<file path="src/sv/rmgm_ram.sv">
`timescale 1ns / 1ps
module rmgm_ram #(
    parameter int WIDTH = 8,
    parameter int DEPTH = 256
) (
    input  logic                     clk,
    input  logic                     we,
    input  logic [$clog2(DEPTH)-1:0] addr,
    input  logic [WIDTH-1:0]         wdata,
    output logic [WIDTH-1:0]         rdata
);

    logic [WIDTH-1:0] mem [DEPTH];
    logic [WIDTH-1:0] rdata_reg;

    // Write one entry, read one entry with registered data
    always_ff @(posedge clk)
    begin
        if (we)
        begin
            mem[addr] <= wdata;
        end
        rdata_reg <= mem[addr];
    end

    assign rdata = rdata_reg;

endmodule

</file>
<file path="config.mk">
export PLATFORM = sky130hd
export DESIGN_NAME = rmgm_ram
export DESIGN_NICKNAME = d
export VERILOG_FILES = /design/src/sv/rmgm_ram.sv
export SDC_FILE = /design/constraint.sdc
export NUM_CORES = 2
export LEC_CHECK = 0
export ABC_AREA = 1
export BUFFER_PORTS_ARGS = -buffer_cell sky130_fd_sc_hd__buf_2
export CORE_MARGIN = 4
export CORE_UTILIZATION = 45
export DETAILED_ROUTE_END_ITERATION = 10
export GPL_ROUTABILITY_DRIVEN = 0
export GPL_TIMING_DRIVEN = 0
export HOLD_SLACK_MARGIN = 0.08
export PLACE_DENSITY = 0.59
export SYNTH_ARGS = -nofsm -noshare
export SYNTH_HDL_FRONTEND = slang
export SYNTH_SLANG_ARGS = --single-unit
export TNS_END_PERCENT = 10
</file>
<file path="constraint.sdc">
create_clock -name clk -period 1.9 [get_ports clk]
set_input_delay 0 -clock clk [delete_from_list [all_inputs] [get_ports clk]]
set_output_delay 0 -clock clk [all_outputs]
set_load 0.1 [all_outputs]
</file>
==> results.md <==
- Status: finished with violations
- Violated checks: max-capacitance violations, max-slew violations, negative setup slack
- CTS Buf Count: 208
- Initial drt markers: 6814
- Cell Area, Synth: 84900 µm²
- Root Buffer Master: clkbuf_16
- Pre-antenna DRT Iters: 6
- Area of placed instances: 88600 µm²
- Vias in the first global route: 54800
- Max FFs per register: 2048
- Switching share of power: 23.5%
- Maxcap violations: 1
- Worst setup margin: -0.274 ns
- Antenna Nets Post-Route: 0
- Post-layout min period: 2.17 ns
- Seq pwr share: 51.7%
- Register area share after synthesis: 72.7%
- Initial Util: 45.2%
- Mean Syn Cell Area: 10.6 µm²
- Inst Count DP: 10600
- Die W: 442 µm
- Layout cells sized above 1: 10.6%
- Synth area leaders: edfxtp_1, nand2_1, nor2_1, nand3_1, buf_2
- PwrDens: 993 nW/µm²
- Syn Nets: 8039
- Worst hold slack: 0.116 ns
- Hold Path Class: input port to flip-flop
- RSZ-0062 raised after global routing: yes
- Worst setup EP type: flip-flop
- Power Internal: 74000 µW
- Initial antenna violation count: 10
- Core footprint: 188000 µm²
- Final hold violations: 0
- Comb pwr share: 6.9%
- Cell taking the most area after synthesis: edfxtp_1
- Die height: 442 µm
- Total wire length: 262 mm
- Fill count: 16400
- Routed via count: 58000
- Syn. warnings: 0
- First-pass GRT wire length: 374 mm
- Synth cell types: 18
- Asr flop ratio synth: 0%
- Final period utilization: 114%
- Area delta synth->final: 14.7%
- Final instance area: 97400 µm²
- Cell Rows: 159
- Critical setup path kind: input port to flip-flop
- Register bit total from synthesis: 2056
- Achievable Freq: 460 MHz
- Startpoint class of the critical path: input port
- Biggest fanout along the worst timing path: 10
- Commonest cells post-synth: nand2_1, edfxtp_1, nor2_1
- Max transition margin: -0.965%
- Worst path required time: 2.37 ns
- DRC Markers: 0
- CTS H-tree lvls: 4
- Final setup viols: 732
- Detailed Place HPWL: 178 mm
- Clock sink count: 2056
- Slew at the pin closest to its max-slew limit: 1.51 ns
- Largest net degree at the start of global routing: 122
- Num ports: 26
- Clk buf depth: 3
- Clock-pin slew of the registers on the worst-case setup and hold paths: 0.06 ns
- Overflow after GRT: 0
- Multi-input combinational cell area: 22800 µm²
- Critical Path AT: 2.64 ns
- Top FF cell, synth: edfxtp_1
- Worst skew pair latency: 0.87 ns
- Final Max Tran Viols: 11
- Storage cell area: 61700 µm²
- Syn Inst Count: 8021
- NetSw: 22700 µW
- Die ar.: 196000 µm²
- Post-synth top area share: 72.5%
- Worst Clk Skew: 0.0532 ns
- Worst VDD drop: 1.03 mV
- Global Route Usage Sum: 26.3%
- Vias per cell: 5.29
- Clk pwr share: 41.4%
- EDFF count, synth: 2048
- CTS tree: done
- Finished Layout Cells: 11000
- Drt wl/cell: 23.9 µm
- Most numerous cell in the Yosys netlist: nand2_1
- Leak: 0.0380 µW
- Total Nets Final: 8318
- Port Buffers: 23
[placed cells by master (no fill, tap or decap), types with 6 or more instances in the layout]
cell,instances
dlygate4sd3_1,25
clkbuf_2,39
o21ai_0,33
nand2_4,6
o21ai_2,16
dfxtp_1,8
nor2_4,148
nand2_1,4708
buf_8,10
buf_2,183
buf_1,47
a21oi_1,32
buf_4,14
nand2_2,57
edfxtp_1,2048
nor2_1,128
clkbuf_4,7
clkbuf_16,213
clkbuf_1,178
clkinv_2,36
buf_16,16
buf_6,17
inv_1,31
clkinv_1,41
bufinv_16,15
clkbuf_8,8
nand3_1,187
o21ai_1,109
nor2_2,85
[final cells by class]
type	instances	share of cell area, %
plain buffers	417	2.18
flip-flops and latches	2056	63.3
clock inverters	109	1.08
multi-input cells	5513	23.4
clock buffers	272	5.70
repair buffers	69	0.961
well taps	2495	3.21
inverters	35	0.140
diodes	2	0.00514
[worst max-delay path, cell delays in order]
cell and delay [ns]:
buf_2 0.19, inv_1 0.08, nand2_1 0.31, nor2_1 0.10, nand2_1 0.30, buf_1 1.15
nor2_1 0.49
[worst paths after layout]
kind	startpoint	to	slack, ns	depth (start not counted)
setup / recovery	addr[2]	mem[219][2]	-0.27	7
hold / removal	addr[7]	mem[1][6]	0.12	4
setup reg to reg	mem[204][7]	rdata[7]	-0.14	12
hold reg to reg	mem[115][3]	rdata[3]	1.02	10
[cell families (layout without fill, tap and decap cells)]
| kind of cell | Yosys count | in the layout | synth area share, % |
|---|---|---|---|
| and+or+nand+nor | 5321 | 5321 | 23.8 |
| DFF | 2056 | 2056 | 72.7 |
| buffers and inverters | 452 | 902 | 2.36 |
| AOI/OAI and AO/OA | 192 | 192 | 1.13 |
| other | 0 | 2 | 0 |
[metrics by stage]
| stage | total power [µW] | setup TNS, ns | util, % | setup WS (ns) |
|---|---|---|---|---|
| detailed placement | 57200 | -3120.06 | 47.2 | -2.11 |
| global route | 99500 | -30.20 | 51.9 | -0.237 |
| global placement | 57300 | - | 47.0 | -3.67 |
| CTS | 96900 | -51.74 | 51.5 | -0.216 |
| floorplan | 54000 | 0 | - | 0.0597 |
| finish | 96700 | -45.44 | 51.9 | -0.274 |
[timing repair]
item	in CTS	in global routing
resized for setup	357	249
pin swaps	7	9
hold buffers	19	6
cloned	0	0
endpoints found under the hold margin	1757	80
buffers inserted	5	0
setup endpoints to repair	1932	1738
[power groups by stage]
| stage | Sequential (µW) | Combinational (µW) | Clock (µW) |
|---|---|---|---|
| CTS | 50000 | 6420 | 40400 |
| detailed placement | 51000 | 6250 | 0 |
| global route | 50000 | 7100 | 42400 |
| finish | 50000 | 6640 | 40100 |
| floorplan | 51200 | 2840 | 0 |
| global placement | 51200 | 6070 | 0 |
[metal layers]
layer  wire length, µm  up-vias  global-route usage, %
li1                  -    27000                      -
met1            107000    28000                   36.3
met2            116000     2558                   39.9
met3             26300      529                   6.50
met4             12600        4                   11.4
met5                30        -                      0
Power figures use the tool's default switching activity.
